--- src/rtl/ata_pio_sector_transfer_sequencer_assert.svh ---
// ----------------------------------------------------------------------------
// assertion macros used by the sector transfer sequencer rtl
// ----------------------------------------------------------------------------
`ifndef ATA_PIO_SECTOR_TRANSFER_SEQUENCER_ASSERT_SVH
`define ATA_PIO_SECTOR_TRANSFER_SEQUENCER_ASSERT_SVH

// same-cycle implication, checked out of reset
`define APST_ASSERT_NOW(lbl, ante, cons, msg) \
  lbl: assert property (@(posedge clk) disable iff (rst) (ante) |-> (cons)) \
    else $error(msg);

// next-cycle implication, checked out of reset
`define APST_ASSERT_NEXT(lbl, ante, cons, msg) \
  lbl: assert property (@(posedge clk) disable iff (rst) (ante) |=> (cons)) \
    else $error(msg);

`endif

--- src/rtl/apst_pkg.sv ---
// ----------------------------------------------------------------------------
// apst_pkg
// types and constants of the ata pio sector transfer sequencer
// ----------------------------------------------------------------------------
package apst_pkg;

  // input item kinds
  localparam logic [1:0] REQ_START  = 2'd0;
  localparam logic [1:0] REQ_STATUS = 2'd1;
  localparam logic [1:0] REQ_DEVDAT = 2'd2;
  localparam logic [1:0] REQ_HOSTWR = 2'd3;

  // result kinds
  localparam logic [1:0] K_WRITE = 2'd0;
  localparam logic [1:0] K_READ  = 2'd1;
  localparam logic [1:0] K_DATA  = 2'd2;
  localparam logic [1:0] K_DONE  = 2'd3;

  // completion codes
  localparam logic [1:0] E_OK      = 2'd0;
  localparam logic [1:0] E_REJECT  = 2'd1;
  localparam logic [1:0] E_TIMEOUT = 2'd2;
  localparam logic [1:0] E_FAULT   = 2'd3;

  // configuration register indexes
  localparam logic CFG_POLL_LIMIT = 1'b0;
  localparam logic CFG_CAPACITY   = 1'b1;

  // status bits
  localparam int ST_BSY  = 15;
  localparam int ST_DRDY = 14;
  localparam int ST_DF   = 13;
  localparam int ST_DRQ  = 11;
  localparam int ST_ERR  = 8;

  // register offsets
  localparam logic [12:0] OFS_NONE     = 13'h0000;
  localparam logic [12:0] OFS_DATA     = 13'h1000;
  localparam logic [12:0] OFS_SECT_CNT = 13'h1004;
  localparam logic [12:0] OFS_CYL      = 13'h1008;
  localparam logic [12:0] OFS_CMD_DH   = 13'h100c;
  localparam logic [12:0] OFS_STATUS   = 13'h100e;

  // taskfile command and drive/head bytes
  localparam logic [7:0] CMD_RD  = 8'h20;
  localparam logic [7:0] CMD_WR  = 8'h30;
  localparam logic [7:0] DH_LBA  = 8'h40;
  localparam logic [7:0] DH_BASE = 8'ha0;

  localparam logic [19:0] POLL_LIMIT_RST = 20'h80000;

  localparam int MAX_RES = 4;

  typedef enum logic [6:0] {
    PH_IDLE     = 7'b0000001,
    PH_READY    = 7'b0000010,
    PH_BSY_PRE  = 7'b0000100,
    PH_DRQ      = 7'b0001000,
    PH_DATA     = 7'b0010000,
    PH_BSY_POST = 7'b0100000,
    PH_CHECK    = 7'b1000000
  } phase_t;

  typedef struct packed {
    logic [1:0]  req_type;
    logic [31:0] start_block;
    logic [15:0] sector_count;
    logic        is_write;
    logic [15:0] status_word;
    logic [15:0] data_word;
  } item_t;

  typedef struct packed {
    logic [1:0]  out_kind;
    logic [12:0] reg_offset;
    logic [15:0] reg_value;
    logic [1:0]  error_code;
    logic        last;
  } result_t;

  // results caused by one item, slot 0 first
  typedef struct packed {
    result_t [MAX_RES-1:0] res;
    logic [2:0]            cnt;
  } burst_t;

  function automatic result_t mk_res(logic [1:0] kind, logic [12:0] ofs,
                                     logic [15:0] val, logic [1:0] err);
    result_t r;
    r.out_kind   = kind;
    r.reg_offset = ofs;
    r.reg_value  = val;
    r.error_code = err;
    r.last       = 1'b0;
    return r;
  endfunction

endpackage

--- src/rtl/apst_seq.sv ---
// ----------------------------------------------------------------------------
// apst_seq
// sequencer state, configuration registers and the per-item step logic
// ----------------------------------------------------------------------------
module apst_seq
  import apst_pkg::*;
#(
  parameter int WORDS_PER_SECTOR = 256,
  parameter int MAX_SECTORS      = 255
) (
  input  logic        clk,
  input  logic        rst,
  input  logic        cfg_we,
  input  logic        cfg_index,
  input  logic [31:0] cfg_wdata,
  input  logic        go,
  input  item_t       item,
  output burst_t      burst
);

  localparam int WL_W = $clog2(WORDS_PER_SECTOR + 1);

  logic [19:0]     poll_limit;
  logic [31:0]     disk_capacity;
  phase_t          phase, phase_next;
  logic [27:0]     lba_address, lba_address_next;
  logic [7:0]      sectors_left, sectors_left_next;
  logic [WL_W-1:0] words_left, words_left_next;
  logic [19:0]     poll_count, poll_count_next;
  logic            write_mode, write_mode_next;

  logic [19:0] poll_inc;
  logic        timeout;
  logic [32:0] range_end;
  logic        reject;
  logic [7:0]  sect_dec;
  logic [WL_W-1:0] words_dec;
  logic [7:0]  cmd;
  logic [2:0]  n;
  result_t [MAX_RES-1:0] res;

  // configuration writes
  always_ff @(posedge clk) begin
    if (rst) begin
      poll_limit    <= POLL_LIMIT_RST;
      disk_capacity <= '0;
    end else if (cfg_we) begin
      unique case (cfg_index)
        CFG_POLL_LIMIT: poll_limit    <= cfg_wdata[19:0];
        CFG_CAPACITY:   disk_capacity <= cfg_wdata;
        default: ;
      endcase
    end
  end

  // shared arithmetic
  assign poll_inc  = poll_count + 20'd1;
  assign timeout   = (poll_inc >= poll_limit);
  assign range_end = {1'b0, item.start_block} + 33'(item.sector_count);
  assign reject    = (item.sector_count > 16'(MAX_SECTORS)) ||
                     (range_end > {1'b0, disk_capacity});
  assign sect_dec  = sectors_left - 8'd1;
  assign words_dec = (words_left != '0) ? words_left - WL_W'(1) : words_left;
  assign cmd       = write_mode ? CMD_WR : CMD_RD;

  // step: next state and the results of one item
  always_comb begin
    phase_next        = phase;
    lba_address_next  = lba_address;
    sectors_left_next = sectors_left;
    words_left_next   = words_left;
    poll_count_next   = poll_count;
    write_mode_next   = write_mode;
    n                 = 3'd0;
    res               = '0;
    if (go) begin
      case (item.req_type)
        REQ_START: begin
          if (phase == PH_IDLE) begin
            if (reject) begin
              res[n[1:0]] = mk_res(K_DONE, OFS_NONE, 16'd0, E_REJECT);
              n = n + 3'd1;
            end else begin
              lba_address_next  = item.start_block[27:0];
              sectors_left_next = item.sector_count[7:0];
              write_mode_next   = item.is_write;
              words_left_next   = '0;
              phase_next        = PH_READY;
              poll_count_next   = '0;
              res[n[1:0]] = mk_res(K_READ, OFS_STATUS, 16'd0, E_OK);
              n = n + 3'd1;
            end
          end
        end
        REQ_STATUS: begin
          unique case (phase)
            PH_READY: begin
              if (item.status_word[ST_DRDY]) begin
                res[n[1:0]] = mk_res(K_WRITE, OFS_SECT_CNT,
                                     {lba_address[7:0], sectors_left}, E_OK);
                n = n + 3'd1;
                res[n[1:0]] = mk_res(K_WRITE, OFS_CYL, lba_address[23:8], E_OK);
                n = n + 3'd1;
                res[n[1:0]] = mk_res(K_WRITE, OFS_CMD_DH,
                                     {cmd, DH_BASE | DH_LBA | {4'd0, lba_address[27:24]}},
                                     E_OK);
                n = n + 3'd1;
                if (sectors_left == 8'd0) begin
                  res[n[1:0]] = mk_res(K_DONE, OFS_NONE, 16'd0, E_OK);
                  n = n + 3'd1;
                  phase_next = PH_IDLE;
                end else begin
                  phase_next      = PH_BSY_PRE;
                  poll_count_next = '0;
                  res[n[1:0]] = mk_res(K_READ, OFS_STATUS, 16'd0, E_OK);
                  n = n + 3'd1;
                end
              end else begin
                poll_count_next = poll_inc;
                if (timeout) begin
                  res[n[1:0]] = mk_res(K_DONE, OFS_NONE, 16'd0, E_TIMEOUT);
                  phase_next = PH_IDLE;
                end else begin
                  res[n[1:0]] = mk_res(K_READ, OFS_STATUS, 16'd0, E_OK);
                end
                n = n + 3'd1;
              end
            end
            PH_BSY_PRE, PH_BSY_POST: begin
              if (!item.status_word[ST_BSY]) begin
                if (phase == PH_BSY_PRE) begin
                  phase_next      = PH_DRQ;
                  poll_count_next = '0;
                end else begin
                  phase_next = PH_CHECK;
                end
                res[n[1:0]] = mk_res(K_READ, OFS_STATUS, 16'd0, E_OK);
              end else begin
                poll_count_next = poll_inc;
                if (timeout) begin
                  res[n[1:0]] = mk_res(K_DONE, OFS_NONE, 16'd0, E_TIMEOUT);
                  phase_next = PH_IDLE;
                end else begin
                  res[n[1:0]] = mk_res(K_READ, OFS_STATUS, 16'd0, E_OK);
                end
              end
              n = n + 3'd1;
            end
            PH_DRQ: begin
              if (item.status_word[ST_DRQ]) begin
                phase_next      = PH_DATA;
                words_left_next = WL_W'(WORDS_PER_SECTOR);
                if (!write_mode) begin
                  res[n[1:0]] = mk_res(K_READ, OFS_DATA, 16'd0, E_OK);
                  n = n + 3'd1;
                end
              end else begin
                poll_count_next = poll_inc;
                if (timeout) begin
                  res[n[1:0]] = mk_res(K_DONE, OFS_NONE, 16'd0, E_TIMEOUT);
                  phase_next = PH_IDLE;
                end else begin
                  res[n[1:0]] = mk_res(K_READ, OFS_STATUS, 16'd0, E_OK);
                end
                n = n + 3'd1;
              end
            end
            PH_CHECK: begin
              if (item.status_word[ST_DF] || item.status_word[ST_ERR]) begin
                res[n[1:0]] = mk_res(K_DONE, OFS_NONE, 16'd0, E_FAULT);
                phase_next = PH_IDLE;
              end else begin
                sectors_left_next = sect_dec;
                lba_address_next  = lba_address + 28'd1;
                if (sect_dec == 8'd0) begin
                  res[n[1:0]] = mk_res(K_DONE, OFS_NONE, 16'd0, E_OK);
                  phase_next = PH_IDLE;
                end else begin
                  phase_next      = PH_BSY_PRE;
                  poll_count_next = '0;
                  res[n[1:0]] = mk_res(K_READ, OFS_STATUS, 16'd0, E_OK);
                end
              end
              n = n + 3'd1;
            end
            default: ;
          endcase
        end
        default: begin
          // data beats: device word in read mode, host word in write mode
          if (phase == PH_DATA &&
              ((item.req_type == REQ_HOSTWR) == write_mode)) begin
            res[n[1:0]] = mk_res((item.req_type == REQ_DEVDAT) ? K_DATA : K_WRITE,
                                 OFS_DATA, item.data_word, E_OK);
            n = n + 3'd1;
            words_left_next = words_dec;
            if (words_dec == '0) begin
              phase_next      = PH_BSY_POST;
              poll_count_next = '0;
              res[n[1:0]] = mk_res(K_READ, OFS_STATUS, 16'd0, E_OK);
              n = n + 3'd1;
            end else if (item.req_type == REQ_DEVDAT) begin
              res[n[1:0]] = mk_res(K_READ, OFS_DATA, 16'd0, E_OK);
              n = n + 3'd1;
            end
          end
        end
      endcase
    end
    // mark the final result of the item
    for (int i = 0; i < MAX_RES; i++) begin
      res[i].last = (n == 3'(i + 1));
    end
  end

  assign burst.res = res;
  assign burst.cnt = n;

  // sequencer state
  always_ff @(posedge clk) begin
    if (rst) begin
      phase        <= PH_IDLE;
      lba_address  <= '0;
      sectors_left <= '0;
      words_left   <= '0;
      poll_count   <= '0;
      write_mode   <= 1'b0;
    end else begin
      phase        <= phase_next;
      lba_address  <= lba_address_next;
      sectors_left <= sectors_left_next;
      words_left   <= words_left_next;
      poll_count   <= poll_count_next;
      write_mode   <= write_mode_next;
    end
  end

endmodule

--- src/rtl/ata_pio_sector_transfer_sequencer.sv ---
// ----------------------------------------------------------------------------
// ata_pio_sector_transfer_sequencer
// host-side lba28 pio read/write sectors sequencer with stream ports
// ----------------------------------------------------------------------------
// path: each item passes the input register, then its results the result buffer
// throughput: one input beat per cycle while each item causes at most one
//   result and m_tready stays high; an item with n results (n <= 4) sends
//   them one beat at a time, and the next item waits for the buffer to drain
// reset: synchronous, clears phase, counters, buffer occupancy and config to defaults
module ata_pio_sector_transfer_sequencer
  import apst_pkg::*;
#(
  parameter int WORDS_PER_SECTOR = 256,
  parameter int MAX_SECTORS      = 255
) (
  input  logic        clk,
  input  logic        rst,
  // configuration writes
  input  logic        cfg_we,
  input  logic        cfg_index,
  input  logic [31:0] cfg_wdata,
  // input stream
  input  logic        s_tvalid,
  output logic        s_tready,
  // [31:0] start_block, [47:32] sector_count, [48] is_write,
  // [64:49] status_word, [80:65] data_word, [87:81] zero
  input  logic [87:0] s_tdata,
  // [1:0] req_type
  input  logic [1:0]  s_tuser,
  // output stream
  output logic        m_tvalid,
  input  logic        m_tready,
  // [12:0] reg_offset, [28:13] reg_value, [30:29] error_code, [31] zero
  output logic [31:0] m_tdata,
  // [1:0] out_kind
  output logic [1:0]  m_tuser,
  output logic        m_tlast
);

  logic      in_vld;
  item_t     in_item;
  logic      go;
  logic      buf_free;
  burst_t    burst;
  logic [2:0] burst_n;
  result_t [MAX_RES-1:0] buf_res;
  logic [2:0] left;
  logic [1:0] rd;
  result_t   cur;

  // input register
  assign s_tready = !in_vld || go;

  always_ff @(posedge clk) begin
    if (rst) begin
      in_vld <= 1'b0;
    end else if (s_tvalid && s_tready) begin
      in_vld <= 1'b1;
    end else if (go) begin
      in_vld <= 1'b0;
    end
  end

  always_ff @(posedge clk) begin
    if (s_tvalid && s_tready) begin
      in_item.req_type     <= s_tuser;
      in_item.start_block  <= s_tdata[31:0];
      in_item.sector_count <= s_tdata[47:32];
      in_item.is_write     <= s_tdata[48];
      in_item.status_word  <= s_tdata[64:49];
      in_item.data_word    <= s_tdata[80:65];
    end
  end

  // process the held item once the result buffer empties
  assign buf_free = (left == 3'd0) || (left == 3'd1 && m_tready);
  assign go       = in_vld && buf_free;

  apst_seq #(
    .WORDS_PER_SECTOR (WORDS_PER_SECTOR),
    .MAX_SECTORS      (MAX_SECTORS)
  ) u_seq (
    .clk       (clk),
    .rst       (rst),
    .cfg_we    (cfg_we),
    .cfg_index (cfg_index),
    .cfg_wdata (cfg_wdata),
    .go        (go),
    .item      (in_item),
    .burst     (burst)
  );

  assign burst_n = burst.cnt;

  // result buffer, drained one beat per cycle while m_tready is high
  always_ff @(posedge clk) begin
    if (rst) begin
      left <= 3'd0;
      rd   <= 2'd0;
    end else if (go) begin
      left <= burst_n;
      rd   <= 2'd0;
    end else if (m_tvalid && m_tready) begin
      left <= left - 3'd1;
      rd   <= rd + 2'd1;
    end
  end

  always_ff @(posedge clk) begin
    if (go) begin
      buf_res <= burst.res;
    end
  end

  // output beat
  assign cur      = buf_res[rd];
  assign m_tvalid = (left != 3'd0);
  assign m_tdata  = {1'b0, cur.error_code, cur.reg_value, cur.reg_offset};
  assign m_tuser  = cur.out_kind;
  assign m_tlast  = cur.last;

`include "ata_pio_sector_transfer_sequencer_assert.svh"

  `APST_ASSERT_NOW(a_left_range, 1'b1, left <= 3'(MAX_RES), "result buffer overfilled")
  `APST_ASSERT_NEXT(a_load_count, go, left == $past(burst_n), "buffer count not loaded")
  `APST_ASSERT_NOW(a_last_tail, m_tvalid, m_tlast == (left == 3'd1), "tlast off the final beat")
  `APST_ASSERT_NEXT(a_item_held, in_vld && !go, in_vld, "held item dropped")

endmodule
--- config.mk ---
export PLATFORM = sky130hd
export DESIGN_NAME = ata_pio_sector_transfer_sequencer
export DESIGN_NICKNAME = d
export VERILOG_FILES = /design/src/rtl/apst_pkg.sv /design/src/rtl/apst_seq.sv /design/src/rtl/ata_pio_sector_transfer_sequencer.sv
export VERILOG_INCLUDE_DIRS = /design/src /design/src/rtl
export SDC_FILE = /design/constraint.sdc
export NUM_CORES = 1
export LEC_CHECK = 0
export ABC_CLOCK_PERIOD_IN_PS = 24600
export BUFFER_PORTS_ARGS = -buffer_cell sky130_fd_sc_hd__buf_2
export CORE_ASPECT_RATIO = 1.4
export CORE_MARGIN = 4
export CORE_UTILIZATION = 50
export DETAILED_ROUTE_END_ITERATION = 7
export GPL_TIMING_DRIVEN = 1
export PLACE_DENSITY_LB_ADDON = 0.25
export REMOVE_ABC_BUFFERS = 1
export SYNTH_ARGS = -nofsm -noshare
export SYNTH_HDL_FRONTEND = slang
export SYNTH_HIERARCHICAL = 1
export SYNTH_SLANG_ARGS = --single-unit
--- constraint.sdc ---
create_clock -name clk -period 24.6 [get_ports clk]
set_clock_uncertainty 0.05 [all_clocks]
set_input_delay 4.92 -clock clk [delete_from_list [all_inputs] [get_ports clk]]
set_output_delay 4.92 -clock clk [all_outputs]
set_load 0.02 [all_outputs]
==> key figures <==
Worst setup path
  • R2r setup slk: 18.63 ns
  • Crit. End Element: output pin
  • CP max stage delay: 0.33 ns
  • Slowest CP cell: a21oi_1
  • Worst reg2reg startpoint: in_item[33]
  • CP most frequent cell: buf_2
  • Worst Path Buf+Inv: 2
  • Crit Path Class: input port to output pin
  • Delay-heaviest family, CP: compound AO/OA/AOI/OAI gates
  • CP Max Fanout: 8
  • Crit Reg-Reg Endpoint: u_seq/lba_address[15]
  • Crit path cell chain: buf_2, a21oi_1, o21ai_0, buf_2
  • Worst EP arrival: 5.78 ns
  • Reg2Reg Depth: 20
  • Crit start category: input port
  • Data required time at the worst endpoint: 19.63 ns

GRT
  • Grt ovf: 0
  • Number of global-route vias before repair: 12800
  • Largest net degree at the start of global routing: 86
  • Grt met3 use: 3.34%
  • First-pass GRT wire length: 67900 um
  • GRT met1 Usage: 28.1%
  • Global-route layer with the greatest usage: met2
  • Initial antenna violation count: 0
  • Tot GR Track Use: 21.8%
  • Grt met2 use: 37.7%

Hold path
  • HP Start: u_seq/disk_capacity[27]
  • Worst min-delay path category: flip-flop to flip-flop
  • Worst Hold Depth: 2
  • Worst-case hold path end point: u_seq/disk_capacity[27]

STA
  • Setup-failing EPs final: 0
  • Setup TNS Final: 0 ns
  • Final period util: 43.7%
  • Final hold vios: 0
  • Slew headroom: 23.7%
  • RSZ-0062 raised after global routing: false
  • WHS: 0.406 ns
  • Worst Max-Slew Pin Slew: 1.14 ns
  • Setup WS post-layout: 13.85 ns
  • Post-route minimum period: 10.75 ns
  • Slew Limit Fails: 0
  • F_max: 93.0 MHz

Place
  • Dpl cells: 2205
  • DP Worst Slack: 13.84 ns
  • Detail Placement HPWL: 30300 um
  • PortBufs: 145
  • GPL Wtd Cong: 0.879

Floorplanning
  • Core box area: 0.0350 sq mm
  • Die Area: 0.0385 sq mm
  • Die Width: 167 um
  • Row cnt: 81
  • Initial Util: 50.6%
  • Die height: 231 um
  • IO Pins: 165

Finish
  • # diodes: 0
  • FILL cells: 3137
  • Final core occ: 55.6%
  • Most frequent cells in the layout: edfxtp_1, nand2_1, a21oi_1, buf_2, dfxtp_1
  • Most common cell after layout, fill and taps aside: edfxtp_1
  • Syn-to-layout area delta: 9.85%
  • Proportion of layout cells with a drive suffix above 1: 15.4%
  • Net count, final: 1990
  • Filler-free cell count of the finished design: 2267

Synth
  • Cells after synthesis: 1694
  • Warnings, synthesis: 6
  • Mean Syn Cell Area: 10.5 sq um
  • Post-Syn Area: 0.0177 sq mm

Clock tree
  • Clock Tree Buf Depth: 3
  • CTS Hold Bufs: 0
  • Clock sinks: 339
  • Resized Gates After CTS: 0
  • H-tree depth: 2
  • Clock root buffer: clkbuf_16
  • Worst-Skew Late Latency: 0.53 ns
  • CTS tree: yes
  • Setup bufs post-CTS: 0
  • Reg clk slew, reported paths: 0.06 ns
  • CTS Buf Count: 34

Pwr
  • Register share of total power: 47.9%
  • Max VDD drop: 53.0 uV
  • Power density cells: 73.4 mW/mm^2
  • Internal: 1.04 mW
  • Clock Power Share: 35.8%
  • Sw Pwr: 0.388 mW
  • Combinational share of power: 16.3%
  • Sw Ratio: 27.2%
  • LEAKAGE: 7.22 nW

Run status
  • Status: completed

Route
  • Via-to-Cell Ratio: 5.73
  • DRC: 0
  • Vias: 13000
  • Post-route ant nets: 0
  • Length of the first detailed-routing pass in iterations: 6
  • WL final: 42800 um
  • Initial drt markers: 1073
  • WL/cell: 18.9 um

Job
  • Maximum Capacitance Violations: 0
==> layer usage <==
layer  part of all wire, %  vias up
met1                    41     6248
met4                   3.0        0
met2                    50      387
met3                   5.3       77
met5                     0        -
li1                      -     6284
==> worst max-delay path by stage <==
stage               startpoint            to  slack (ns)  cells after the start
floorplan             m_tready  buf_res[134]       10.28                      4
global placement      m_tready      s_tready       13.85                      4
detailed placement    m_tready      s_tready       13.84                      4
CTS                   m_tready      s_tready       13.84                      4
global route          m_tready      s_tready       13.77                      4
finish                m_tready      s_tready       13.85                      4
==> power groups by stage <==
stage / clock network, mW / logic [mW] / registers (mW)
final: 0.511 / 0.233 / 0.684
after global routing: 0.544 / 0.259 / 0.688
after CTS: 0.520 / 0.235 / 0.684
after detailed placement: 0 / 0.233 / 0.696
after global placement: 0 / 0.228 / 0.694
after floorplan: 0 / 0.160 / 0.698
==> metrics by stage <==
stage                     area, sq um  power [mW]
after global placement          18400       0.922
after CTS                       19400        1.44
after floorplan                 17000       0.857
after detailed placement        18400       0.930
after global routing            19400        1.49
final                           19400        1.43
==> worst register-to-register path, delay by kind of cell, from the launching register on <==
| kind | cells | cell delay, ns |
|---|---|---|
| AOI/OAI and AO/OA | 9 | 2.95 |
| and+or+nand+nor | 7 | 1.59 |
| adders and majority gates | 3 | 0.87 |
| DFF | 1 | 0.39 |
| buffers and inverters | 1 | 0.06 |
==> final cells by class <==
type	count	area (sq um)	share of cell area [%]
sequential	339	8870	45.6
multi-input combinational	1165	7780	40.0
clock buffer	42	881	4.53
timing repair buffer	156	808	4.16
tap	456	571	2.93
inverter	89	334	1.72
clock inverter	20	201	1.04
==> flip-flops by register name, indices dropped and copies added, names as in the netlist <==
register	flops
buf_res	136
in_item	72
in_vld	1
left	3
rd	2
u_seq/disk_capacity	32
u_seq/lba_address	28
u_seq/phase	7
u_seq/poll_count	20
u_seq/poll_limit	20
u_seq/sectors_left	8
u_seq/words_left	9
u_seq/write_mode	1
No activity file was read; power rests on OpenSTA's default activity.
